--- src/rtl/core/int64_decimal_text_appender_assert.svh ---
// Assertion macros for the decimal text appender
`ifndef INT64_DECIMAL_TEXT_APPENDER_ASSERT_SVH
`define INT64_DECIMAL_TEXT_APPENDER_ASSERT_SVH

`ifndef ASSERT_OFF
`define I64DTA_ASSERT_IMP(lbl, pre, con) \
    lbl: assert property (@(posedge clk) disable iff (!rst_n) (pre) |-> (con)) \
        else $error("i64dta assertion failed");
`define I64DTA_ASSERT_NEXT(lbl, pre, con) \
    lbl: assert property (@(posedge clk) disable iff (!rst_n) (pre) |=> (con)) \
        else $error("i64dta assertion failed");
`else
`define I64DTA_ASSERT_IMP(lbl, pre, con)
`define I64DTA_ASSERT_NEXT(lbl, pre, con)
`endif

`endif

--- src/rtl/core/i64dta_pkg.sv ---
package i64dta_pkg;

    localparam int VALUE_BITS          = 64;
    localparam int DIGIT_COUNT         = 20;
    localparam int BCD_BITS            = 4 * DIGIT_COUNT;
    localparam int BIT_CNT_BITS        = $clog2(VALUE_BITS);
    localparam int DIGIT_CNT_BITS      = $clog2(DIGIT_COUNT + 1);
    localparam int SPACE_NEEDED        = 21;
    localparam int CAP_BITS            = 16;
    localparam int OUT_DATA_BITS       = 40;
    localparam int LENGTH_BITS_DEFAULT = 16;

    localparam logic [CAP_BITS-1:0] CAPACITY_RESET = 16'd4096;
    localparam logic [7:0]          CHAR_ZERO      = 8'd48;
    localparam logic [7:0]          CHAR_MINUS     = 8'd45;
    localparam logic [7:0]          CHAR_NONE      = 8'd0;

    localparam logic OP_APPEND = 1'b0;
    localparam logic OP_CLEAR  = 1'b1;

    localparam logic [0:0] REG_BUFFER_CAPACITY = 1'b0;

    typedef enum logic [2:0] {
        ST_IDLE,
        ST_CONV,
        ST_SKIP,
        ST_SIGN,
        ST_EMIT,
        ST_RESULT
    } state_t;

endpackage

--- src/rtl/core/int64_decimal_text_appender.sv ---
// Decimal text appender for signed 64-bit values.
// Input stream: s_tdata carries the value, s_tuser selects append or clear.
// Output stream: one transaction per character, tlast on the final one of
// an item; tuser flags whether the item was accepted.
// APB port at byte address 0 holds the buffer capacity (reset 4096).
// An append converts through a bit-serial double-dabble register, one
// magnitude bit per cycle, then drops leading zero digits one at a time
// (up to 19), then emits one character per cycle while the receiver
// accepts. A refused append or a clear moves to the result state, which
// gives its single result through the output register once it is free.
// Items are taken one at a time; s_tready is high only while no item is
// in work. A held output register lets the next item enter while the last
// result still waits. When the receiver stalls, character emission pauses
// and the register holds its transaction. Reset empties the output, clears
// the fill length to zero and restores the capacity to 4096. There is no
// clearing pass; the block is ready as soon as reset is released.
`include "int64_decimal_text_appender_assert.svh"

module int64_decimal_text_appender
    import i64dta_pkg::*;
#(
    parameter int LENGTH_BITS = LENGTH_BITS_DEFAULT
) (
    input  logic                     clk,
    input  logic                     rst_n,
    input  logic                     s_tvalid,
    output logic                     s_tready,
    input  logic [VALUE_BITS-1:0]    s_tdata,   // number_value[63:0]
    input  logic [0:0]               s_tuser,   // opcode[0]
    output logic                     m_tvalid,
    input  logic                     m_tready,
    output logic [OUT_DATA_BITS-1:0] m_tdata,   // text_byte[7:0], byte_offset[23:8],
                                                // fill_length[39:24]
    output logic [0:0]               m_tuser,   // accepted[0]
    output logic                     m_tlast,
    input  logic                     psel,
    input  logic                     penable,
    input  logic                     pwrite,
    input  logic [2:0]               paddr,
    input  logic [31:0]              pwdata,
    output logic [31:0]              prdata,
    output logic                     pready
);

    localparam int LW = (LENGTH_BITS > CAP_BITS) ? LENGTH_BITS : CAP_BITS;
    localparam int CW = LW + 1;

    state_t state_reg, state_next;

    logic [LENGTH_BITS-1:0]    used_reg, used_next;
    logic [CAP_BITS-1:0]       cap_reg, cap_next;
    logic                      out_valid_reg, out_valid_next;
    logic [OUT_DATA_BITS-1:0]  out_data_reg, out_data_next;
    logic                      out_user_reg, out_user_next;
    logic                      out_last_reg, out_last_next;
    logic [BCD_BITS-1:0]       bcd_reg, bcd_next;
    logic [VALUE_BITS-1:0]     bin_reg, bin_next;
    logic [BIT_CNT_BITS-1:0]   bit_cnt_reg, bit_cnt_next;
    logic [DIGIT_CNT_BITS-1:0] digit_cnt_reg, digit_cnt_next;
    logic                      neg_reg, neg_next;
    logic                      clear_reg, clear_next;

    logic [BCD_BITS-1:0]    bcd_adj;
    logic [3:0]             top_digit;
    logic [VALUE_BITS-1:0]  magnitude;
    logic [LENGTH_BITS-1:0] used_inc;
    logic [CW-1:0]          used_ext;
    logic [CW-1:0]          inc_ext;
    logic [CW-1:0]          cap_ext;
    logic                   refused;
    logic                   slot_free;
    logic                   cfg_write;
    logic [0:0]             reg_index;

    assign pready    = 1'b1;
    assign reg_index = paddr[2];
    assign cfg_write = psel && penable && pwrite && pready;

    always_comb
    begin
        unique case (reg_index)
            REG_BUFFER_CAPACITY: prdata = {{(32-CAP_BITS){1'b0}}, cap_reg};
            default:             prdata = '0;
        endcase
    end

    assign s_tready  = (state_reg == ST_IDLE);
    assign m_tvalid  = out_valid_reg;
    assign m_tdata   = out_data_reg;
    assign m_tuser   = out_user_reg;
    assign m_tlast   = out_last_reg;
    assign slot_free = !out_valid_reg || m_tready;

    assign used_inc  = used_reg + LENGTH_BITS'(1);
    assign used_ext  = CW'(used_reg);
    assign inc_ext   = CW'(used_inc);
    assign cap_ext   = CW'(cap_reg);
    assign refused   = (used_ext > cap_ext) || ((used_ext + CW'(SPACE_NEEDED)) > cap_ext);
    assign magnitude = s_tdata[VALUE_BITS-1] ? (~s_tdata + VALUE_BITS'(1)) : s_tdata;
    assign top_digit = bcd_reg[BCD_BITS-1 -: 4];

    always_comb
    begin
        logic [3:0] d;
        for (int i = 0; i < DIGIT_COUNT; i++)
        begin
            d = bcd_reg[4*i +: 4];
            bcd_adj[4*i +: 4] = (d >= 4'd5) ? (d + 4'd3) : d;
        end
    end

    always_comb
    begin
        state_next = state_reg;
        unique case (state_reg)
            ST_IDLE:
            begin
                if (s_tvalid)
                begin
                    if (s_tuser[0] == OP_CLEAR || refused)
                        state_next = ST_RESULT;
                    else
                        state_next = ST_CONV;
                end
            end
            ST_CONV:
            begin
                if (bit_cnt_reg == '0)
                    state_next = ST_SKIP;
            end
            ST_SKIP:
            begin
                if (!(top_digit == 4'd0 && digit_cnt_reg > DIGIT_CNT_BITS'(1)))
                    state_next = neg_reg ? ST_SIGN : ST_EMIT;
            end
            ST_SIGN:
            begin
                if (slot_free)
                    state_next = ST_EMIT;
            end
            ST_EMIT:
            begin
                if (slot_free && digit_cnt_reg == DIGIT_CNT_BITS'(1))
                    state_next = ST_IDLE;
            end
            ST_RESULT:
            begin
                if (slot_free)
                    state_next = ST_IDLE;
            end
            default: state_next = ST_IDLE;
        endcase
    end

    always_comb
    begin
        used_next      = used_reg;
        cap_next       = cap_reg;
        out_valid_next = out_valid_reg && !m_tready;
        out_data_next  = out_data_reg;
        out_user_next  = out_user_reg;
        out_last_next  = out_last_reg;
        bcd_next       = bcd_reg;
        bin_next       = bin_reg;
        bit_cnt_next   = bit_cnt_reg;
        digit_cnt_next = digit_cnt_reg;
        neg_next       = neg_reg;
        clear_next     = clear_reg;

        if (cfg_write && reg_index == REG_BUFFER_CAPACITY)
            cap_next = pwdata[CAP_BITS-1:0];

        unique case (state_reg)
            ST_IDLE:
            begin
                if (s_tvalid)
                begin
                    clear_next     = (s_tuser[0] == OP_CLEAR);
                    neg_next       = s_tdata[VALUE_BITS-1];
                    bin_next       = magnitude;
                    bcd_next       = '0;
                    bit_cnt_next   = BIT_CNT_BITS'(VALUE_BITS - 1);
                    digit_cnt_next = DIGIT_CNT_BITS'(DIGIT_COUNT);
                end
            end
            ST_CONV:
            begin
                bcd_next     = {bcd_adj[BCD_BITS-2:0], bin_reg[VALUE_BITS-1]};
                bin_next     = {bin_reg[VALUE_BITS-2:0], 1'b0};
                bit_cnt_next = bit_cnt_reg - BIT_CNT_BITS'(1);
            end
            ST_SKIP:
            begin
                // drop leading zero digits, keep at least one
                if (top_digit == 4'd0 && digit_cnt_reg > DIGIT_CNT_BITS'(1))
                begin
                    bcd_next       = {bcd_reg[BCD_BITS-5:0], 4'd0};
                    digit_cnt_next = digit_cnt_reg - DIGIT_CNT_BITS'(1);
                end
            end
            ST_SIGN:
            begin
                if (slot_free)
                begin
                    out_valid_next = 1'b1;
                    out_data_next  = {inc_ext[15:0], used_ext[15:0], CHAR_MINUS};
                    out_user_next  = 1'b1;
                    out_last_next  = 1'b0;
                    used_next      = used_inc;
                end
            end
            ST_EMIT:
            begin
                if (slot_free)
                begin
                    out_valid_next = 1'b1;
                    out_data_next  = {inc_ext[15:0], used_ext[15:0],
                                      CHAR_ZERO + {4'd0, top_digit}};
                    out_user_next  = 1'b1;
                    out_last_next  = (digit_cnt_reg == DIGIT_CNT_BITS'(1));
                    used_next      = used_inc;
                    bcd_next       = {bcd_reg[BCD_BITS-5:0], 4'd0};
                    digit_cnt_next = digit_cnt_reg - DIGIT_CNT_BITS'(1);
                end
            end
            ST_RESULT:
            begin
                if (slot_free)
                begin
                    out_valid_next = 1'b1;
                    out_last_next  = 1'b1;
                    if (clear_reg)
                    begin
                        out_data_next = {16'd0, 16'd0, CHAR_NONE};
                        out_user_next = 1'b1;
                        used_next     = '0;
                    end
                    else
                    begin
                        out_data_next = {used_ext[15:0], used_ext[15:0], CHAR_NONE};
                        out_user_next = 1'b0;
                    end
                end
            end
            default: ;
        endcase
    end

    always_ff @(posedge clk or negedge rst_n)
    begin
        if (!rst_n)
        begin
            state_reg     <= ST_IDLE;
            used_reg      <= '0;
            cap_reg       <= CAPACITY_RESET;
            out_valid_reg <= 1'b0;
            bit_cnt_reg   <= '0;
            digit_cnt_reg <= '0;
            neg_reg       <= 1'b0;
            clear_reg     <= 1'b0;
        end
        else
        begin
            state_reg     <= state_next;
            used_reg      <= used_next;
            cap_reg       <= cap_next;
            out_valid_reg <= out_valid_next;
            bit_cnt_reg   <= bit_cnt_next;
            digit_cnt_reg <= digit_cnt_next;
            neg_reg       <= neg_next;
            clear_reg     <= clear_next;
        end
    end

    always_ff @(posedge clk)
    begin
        out_data_reg <= out_data_next;
        out_user_reg <= out_user_next;
        out_last_reg <= out_last_next;
        bcd_reg      <= bcd_next;
        bin_reg      <= bin_next;
    end

    `I64DTA_ASSERT_NEXT(a_conv_runs, state_reg == ST_CONV && bit_cnt_reg != '0, state_reg == ST_CONV)
    `I64DTA_ASSERT_IMP(a_emit_count, state_reg == ST_EMIT || state_reg == ST_SIGN, digit_cnt_reg != '0)
    `I64DTA_ASSERT_IMP(a_refused_last, m_tvalid && m_tuser[0] == 1'b0, m_tlast && m_tdata[7:0] == CHAR_NONE)
    `I64DTA_ASSERT_IMP(a_busy_no_ready, state_reg != ST_IDLE, !s_tready)

endmodule

--- config.mk ---
export PLATFORM = sky130hd
export DESIGN_NAME = int64_decimal_text_appender
export DESIGN_NICKNAME = d
export VERILOG_FILES = /design/src/rtl/core/i64dta_pkg.sv /design/src/rtl/core/int64_decimal_text_appender.sv
export VERILOG_INCLUDE_DIRS = /design/src /design/src/rtl/core
export SDC_FILE = /design/constraint.sdc
export NUM_CORES = 1
export LEC_CHECK = 0
export ABC_CLOCK_PERIOD_IN_PS = 5100
export BUFFER_PORTS_ARGS = -buffer_cell sky130_fd_sc_hd__buf_2
export CORE_ASPECT_RATIO = 1.2
export CORE_UTILIZATION = 50
export CTS_CLUSTER_DIAMETER = 200
export CTS_CLUSTER_SIZE = 14
export DETAILED_ROUTE_END_ITERATION = 8
export PLACE_DENSITY = 0.7
export SLEW_MARGIN = 20
export SYNTH_ARGS = -nofsm -noshare
export SYNTH_HDL_FRONTEND = slang
export SYNTH_SLANG_ARGS = --single-unit
--- constraint.sdc ---
create_clock -name clk -period 5.1 [get_ports clk]
set_input_delay 0.765 -clock clk [delete_from_list [all_inputs] [get_ports clk]]
set_output_delay 0.765 -clock clk [all_outputs]
set_load 0.005 [all_outputs]
==> reports/metrics.yaml, run 1 <==
clock_tree:
  clockRootBuffer: "clkbuf_16"
  worst_setup_hold_path_clk_slew_ps: 70
  cts_setup_buffers: 0
  cts_tree: "yes"
  ctsHoldBuffers: 0
  insertion_delay_ps: 510
  clock_sinks: 233
  ctsHtreeMaxLevel: 1
  cts_buffers: 20
  clock_path_buffers: 3
  cts_resized: 0
placed_design:
  place_hpwl_um: 20800
  port_buffers: 146
  gp_congestion: 0.819
layout:
  nets: 1765
  layout_commonest_cell: "edfxtp_1"
  syn2layout_area_growth_pct: 10.9
  final_cell_mix: "edfxtp_1 (184), o21ai_0 (170), nand2_1 (147), buf_2 (145), a21oi_1 (138)"
  largest_reg_flops: 80
  drive_gt1_share_pct: 14.1
setup_path:
  r2r_cells: 10
  cp.required_ps: 5520
  r2r-end: "used_reg[5]"
  critPathCaptureType: "flop"
  reg2reg_slack_ps: 1120
  start_kind: "flop"
  crit_type: "reg2reg"
  r2r-start: "state_reg[1]"
  cp_max_fo: 22
  cp.arrival_ps: 4400
synth:
  yosysWarningCount: 0
  syn_inst: 1470
  synth-main-ff-cell: "edfxtp_1"
  synth_area_mm2: 0.0144
  ys_seq_area_share_pct: 47.0
  yosysUniqueCellTypes: 72
  synth_seq_cells: 233
  synth_edf_count: 184
  avgSynthCellArea_um2: 9.77
  synthArstFlopShare_pct: 21.0
die:
  die_height_um: 188
  io-pin-count: 184
  design.core.area_mm2: 0.0281
  die_x_um: 157
  start_util_pct: 51.1
  rows: 67
  die-area_mm2: 0.0294
grt:
  grt_util_met3_pct: 2.96
  grt_max_degree: 85
  top_usage_layer: "met2"
  grtUsageMet2_pct: 33.5
  met1_usage_pct: 28.4
  overflow: 0
  antenna_found_initial: 3
  gr-usage-all-layers_pct: 20.5
  grt_pass1_vias: 10400
  grt_pass1_wl_um: 50100
timing:
  finalSetupViolCount: 0
  fin_skew_ps: 14.1
  finalCritPeriodShare_pct: 78.1
  rsz0062_at_grt: "no"
  setup_tns_ps: 0
  finalHoldViolations: 0
  drv_slew: 0
  hold_ws_ps: 362
  tightest_slew_ps: 888
  slew_headroom_pct: 40.8
  period_minus_slack_ps: 3980
  max_freq_mhz: 251
route:
  first_pass_iters: 5
  dr.first_iter.drc_count: 671
  finalWirelength_um: 30000
  vias: 11000
  antenna_left: 0
  vias_per_cell: 5.58
  drc: 0
  avgRoutedWirePerCell_um: 15.2
power_and_ir_drop:
  power_density_mw_per_mm2: 564
  power_leakage_uw: 0.00627
  ir_drop_mv: 0.482
worst_hold_path:
  holdCritPathClass: "in2async"
run_status:
  outcome: "completed"
job:
  maxCapViolCount: 0
Yosys cell counts, types with 3 or more instances:
cell	count	share of area (%)
nor4_1	10	0.44
nor2b_1	17	0.74
nand2_1	148	3.9
nand4b_1	3	0.18
clkbuf_1	60	1.6
or3_1	8	0.35
a31oi_1	18	0.78
nand2b_1	24	1.0
o41ai_1	14	0.85
or4_4	3	0.24
a21oi_1	138	4.8
nor3_1	12	0.42
nor3b_1	33	1.7
or2_2	8	0.35
xnor2_1	33	2.0
a21boi_0	3	0.16
a21o_1	9	0.47
dfrtp_1	48	8.4
ha_1	78	6.8
o211ai_1	3	0.16
nor2_1	97	2.5
edfxtp_1	184	38
and3_1	13	0.57
or4_1	6	0.31
o31ai_1	41	2.1
a211oi_1	4	0.21
nand4_1	13	0.57
nor4b_1	4	0.24
inv_1	69	1.8
o21ai_0	170	5.9
xor2_1	67	4.1
buf_4	19	0.99
and2_1	18	0.78
mux2_2	16	1.3
nand3b_1	4	0.21
a22oi_1	10	0.52
nand3_1	20	0.70
worst max-delay path, cell delays in order (launching register included):
cell	delay (ps)
dfrtp_1	630
nand2b_1	520
nor2_1	80
buf_4	220
inv_1	510
nor2_1	280
inv_1	370
nand2_1	320
nor2_1	640
a21oi_1	170
a31oi_1	160
cell families (layout without fill, tap and decap cells):
group	count (synthesis)	count (layout)	synth area share, %
adders and majority gates	78	78	6.80
DFF	233	233	47.0
and+or+nand+nor	454	454	16.4
AOI/OAI and AO/OA	431	431	17.7
xor gates and xnor gates	100	100	6.10
other	2	21	0.0523
buffers and inverters	154	260	4.59
muxes	18	18	1.39
final cells by class:
type	count	area [µm²]
tap	379	474
sequential	233	6750
fill	2471	12200
multi-input combinational	1100	7050
antenna	2	5.00
clock inverter	1	6.26
timing repair buffer	155	801
inverter	70	263
clock buffer	34	574
per-layer routing:
metal | routed length, µm | part of all wire [%]
met1 | 13900 | 46
met2 | 14200 | 47
met3 | 1370 | 4.6
met4 | 556 | 1.9
met5 | 13 | 0.043
where the power goes:
group | total [µW] | internal, µW | switching (µW)
Sequential | 3960 | 3340 | 615
Combinational | 3570 | 1320 | 2250
Clock | 1450 | 767 | 683
worst max path at each step:
stage | start | end | slack [ps] | cells after the start
floorplan | m_tready | used_reg[11] | 990 | 7
CTS | state_reg[1] | used_reg[5] | 1210 | 10
global route | state_reg[1] | used_reg[5] | 820 | 10
detailed placement | state_reg[1] | used_reg[5] | 1260 | 10
finish | state_reg[1] | used_reg[5] | 1120 | 10
global placement | state_reg[1] | used_reg[14] | 1300 | 10
stage by stage:
| stage | instances | instance area, µm² | total power (µW) | setup slack [ps] | utilization, % |
|---|---|---|---|---|---|
| finish | 1974 | 15900 | 8980 | 1120 | 56.7 |
| global route | 1974 | 15900 | 9740 | 824 | 56.7 |
| CTS | 1972 | 15900 | 9070 | 1210 | 56.7 |
| detailed placement | 1937 | 15300 | 7590 | 1260 | 54.6 |
| global placement | 1937 | 15300 | 7440 | 1300 | 54.6 |
| floorplan | 1487 | 14400 | 6580 | 994 | - |
Note: power is estimated with default switching activity, not from simulation.
==> run 2: changes to the inputs <==
Settings changed: ABC_CLOCK_PERIOD_IN_PS 5100 to 4070.
Clock period 5.1 ns to 4.07 ns, I/O delays scaled along.
==> reports/metrics.yaml, run 2 (synthesized netlist as in run 1, its figures left out) <==
run_status:
  outcome: "completed"
power_and_ir_drop:
  power_leakage_uw: 0.00630  # +0.57%
  total_power_uw: 11400  # +26%
  power_density_mw_per_mm2: 710  # +26%
  ir_drop_mv: 0.382  # -21%
die:
  start_util_pct: 51.1  # unchanged
  design.core.area_mm2: 0.0281  # unchanged
  io-pin-count: 184  # unchanged
  die_height_um: 188  # unchanged
  die_x_um: 157  # unchanged
  rows: 67  # unchanged
  die-area_mm2: 0.0294  # unchanged
layout:
  syn2layout_area_growth_pct: 11.4
  regArea_mm2: 0.00675  # unchanged
  drive_gt1_share_pct: 14.3  # +0.21 points
  largest_reg_flops: 80  # unchanged
  final_cell_mix: "edfxtp_1 (184), o21ai_0 (170), nand2_1 (147), buf_2 (145), a21oi_1 (138)"
  multi_input_comb_area_mm2: 0.00705  # unchanged
  final_cells: 1979  # +0.25%
  fin_util_pct: 57.0  # +0.25 points
  fill_cells: 2510  # +1.6%
  layout_commonest_cell: "edfxtp_1"
  nets: 1769  # +0.23%
placed_design:
  port_buffers: 146  # unchanged
  gp_congestion: 0.825  # +0.70%
  dp_slack_ps: 830  # -431 ps
  place_hpwl_um: 21300  # +2.2%
  place_inst: 1941  # +0.21%
job:
  maxCapViolCount: 0  # unchanged
clock_tree:
  ctsHtreeMaxLevel: 1  # unchanged
  ctsHoldBuffers: 0  # unchanged
  worst_setup_hold_path_clk_slew_ps: 80  # about the same
  cts_resized: 0  # unchanged
  cts_setup_buffers: 0  # unchanged
  cts_tree: "yes"
  insertion_delay_ps: 500  # about the same
  clockRootBuffer: "clkbuf_16"
  clock_path_buffers: 3  # unchanged
  clock_sinks: 233  # unchanged
  cts_buffers: 20  # unchanged
timing:
  finalHoldViolations: 0  # unchanged
  period_minus_slack_ps: 3320  # -666 ps
  setup_tns_ps: 0  # unchanged
  finalSetupViolCount: 0  # unchanged
  finalCritPeriodShare_pct: 81.5  # +3.4 points
  setup_ws_ps: 755  # -364 ps
  tightest_slew_ps: 802  # -86.6 ps
  fin_skew_ps: 14.9  # +0.778 ps
  drv_slew: 0  # unchanged
  slew_headroom_pct: 46.3  # +5.5 points
  max_freq_mhz: 302  # +20%
  rsz0062_at_grt: "no"
worst_hold_path:
  holdCritPathClass: "in2async"
setup_path:
  critPathCapture: "used_reg[9]"
  reg2reg_slack_ps: 750  # -360 ps
  cp.arrival_ps: 3700  # -700 ps
  r2r-start: "state_reg[0]"
  cp.required_ps: 4460  # -1060 ps
  r2r-end: "used_reg[9]"
  cp-startpoint: "state_reg[0]"
  cp_max_fo: 19  # -14%
  start_kind: "flop"
  r2r_cells: 9  # -1
  crit_type: "reg2reg"
  critPathCaptureType: "flop"
route:
  vias: 11200  # +1.4%
  antenna_left: 0  # unchanged
  avgRoutedWirePerCell_um: 15.6  # +2.4%
  dr.first_iter.drc_count: 830  # +24%
  first_pass_iters: 5  # unchanged
  finalWirelength_um: 30800  # +2.7%
  vias_per_cell: 5.65  # +1.1%
  drc: 0  # unchanged
grt:
  overflow: 0  # unchanged
  antenna_found_initial: 3  # unchanged
  grt_max_degree: 126  # +48%
  grt_pass1_vias: 10800  # +3.6%
  gr-usage-all-layers_pct: 21.3  # +0.72 points
  grt_pass1_wl_um: 51700  # +3.2%
run 2: changes by cell type in the layout (fill, tap and decap cells not counted):
cell,before,now
buf_12,0,3
clkbuf_1,13,14
buf_4,10,11
run 2: layout make-up:
class	count	area share [%]
Clock inverter	1	0.0391
Sequential cell	233	42.2
Antenna cell	2	0.0313
Clock buffer	35	3.61
Tap cell	379	2.96
Multi-Input combinational cell	1100	44.1
Timing Repair Buffer	159	5.43
Inverter	70	1.64
run 2: worst max-delay path, stage by stage (launching register included):
cell and delay (ps):
dfrtp_1 610, clkinv_1 380, nor2_1 190, buf_4 240, inv_1 80, nor2_1 380
inv_1 330, nand2_1 390, nor2_1 280, a31o_2 300
run 2: report_power, final:
part	switching, µW	total (µW)	internal [µW]
clock network	854	1820	965
registers	779	4960	4180
logic	2860	4580	1720
run 2: metal layers:
| layer | vias up | track usage (%) | wire (µm) |
|---|---|---|---|
| met3 | 46 | 2.91 | 1560 |
| met1 | 5333 | 28.6 | 13800 |
| met2 | 257 | 35.8 | 14800 |
| met5 | - | 0 | 12 |
| li1 | 5534 | - | - |
| met4 | 2 | 5.77 | 663 |
run 2: how the worst min path moves through the flow:
stage	startpoint	end	slack [ps]	depth (start not counted)
4_1_cts	rst_n	cap_reg[4]	230	2
3_5_place_dp	bit_cnt_reg[5]	bit_cnt_reg[5]	490	1
2_1_floorplan	rst_n	bit_cnt_reg[0]	310	0
3_3_place_gp	bit_cnt_reg[5]	bit_cnt_reg[5]	480	1
6_report	rst_n	cap_reg[4]	220	2
5_1_grt	rst_n	cap_reg[4]	270	2
run 2: metrics by stage:
stage               hold WS, ps  instance area, µm²
floorplan                   315               14400
global placement            475               15400
detailed placement          488               15400
CTS                         233               16000
global route                272               16000
finish                      222               16000
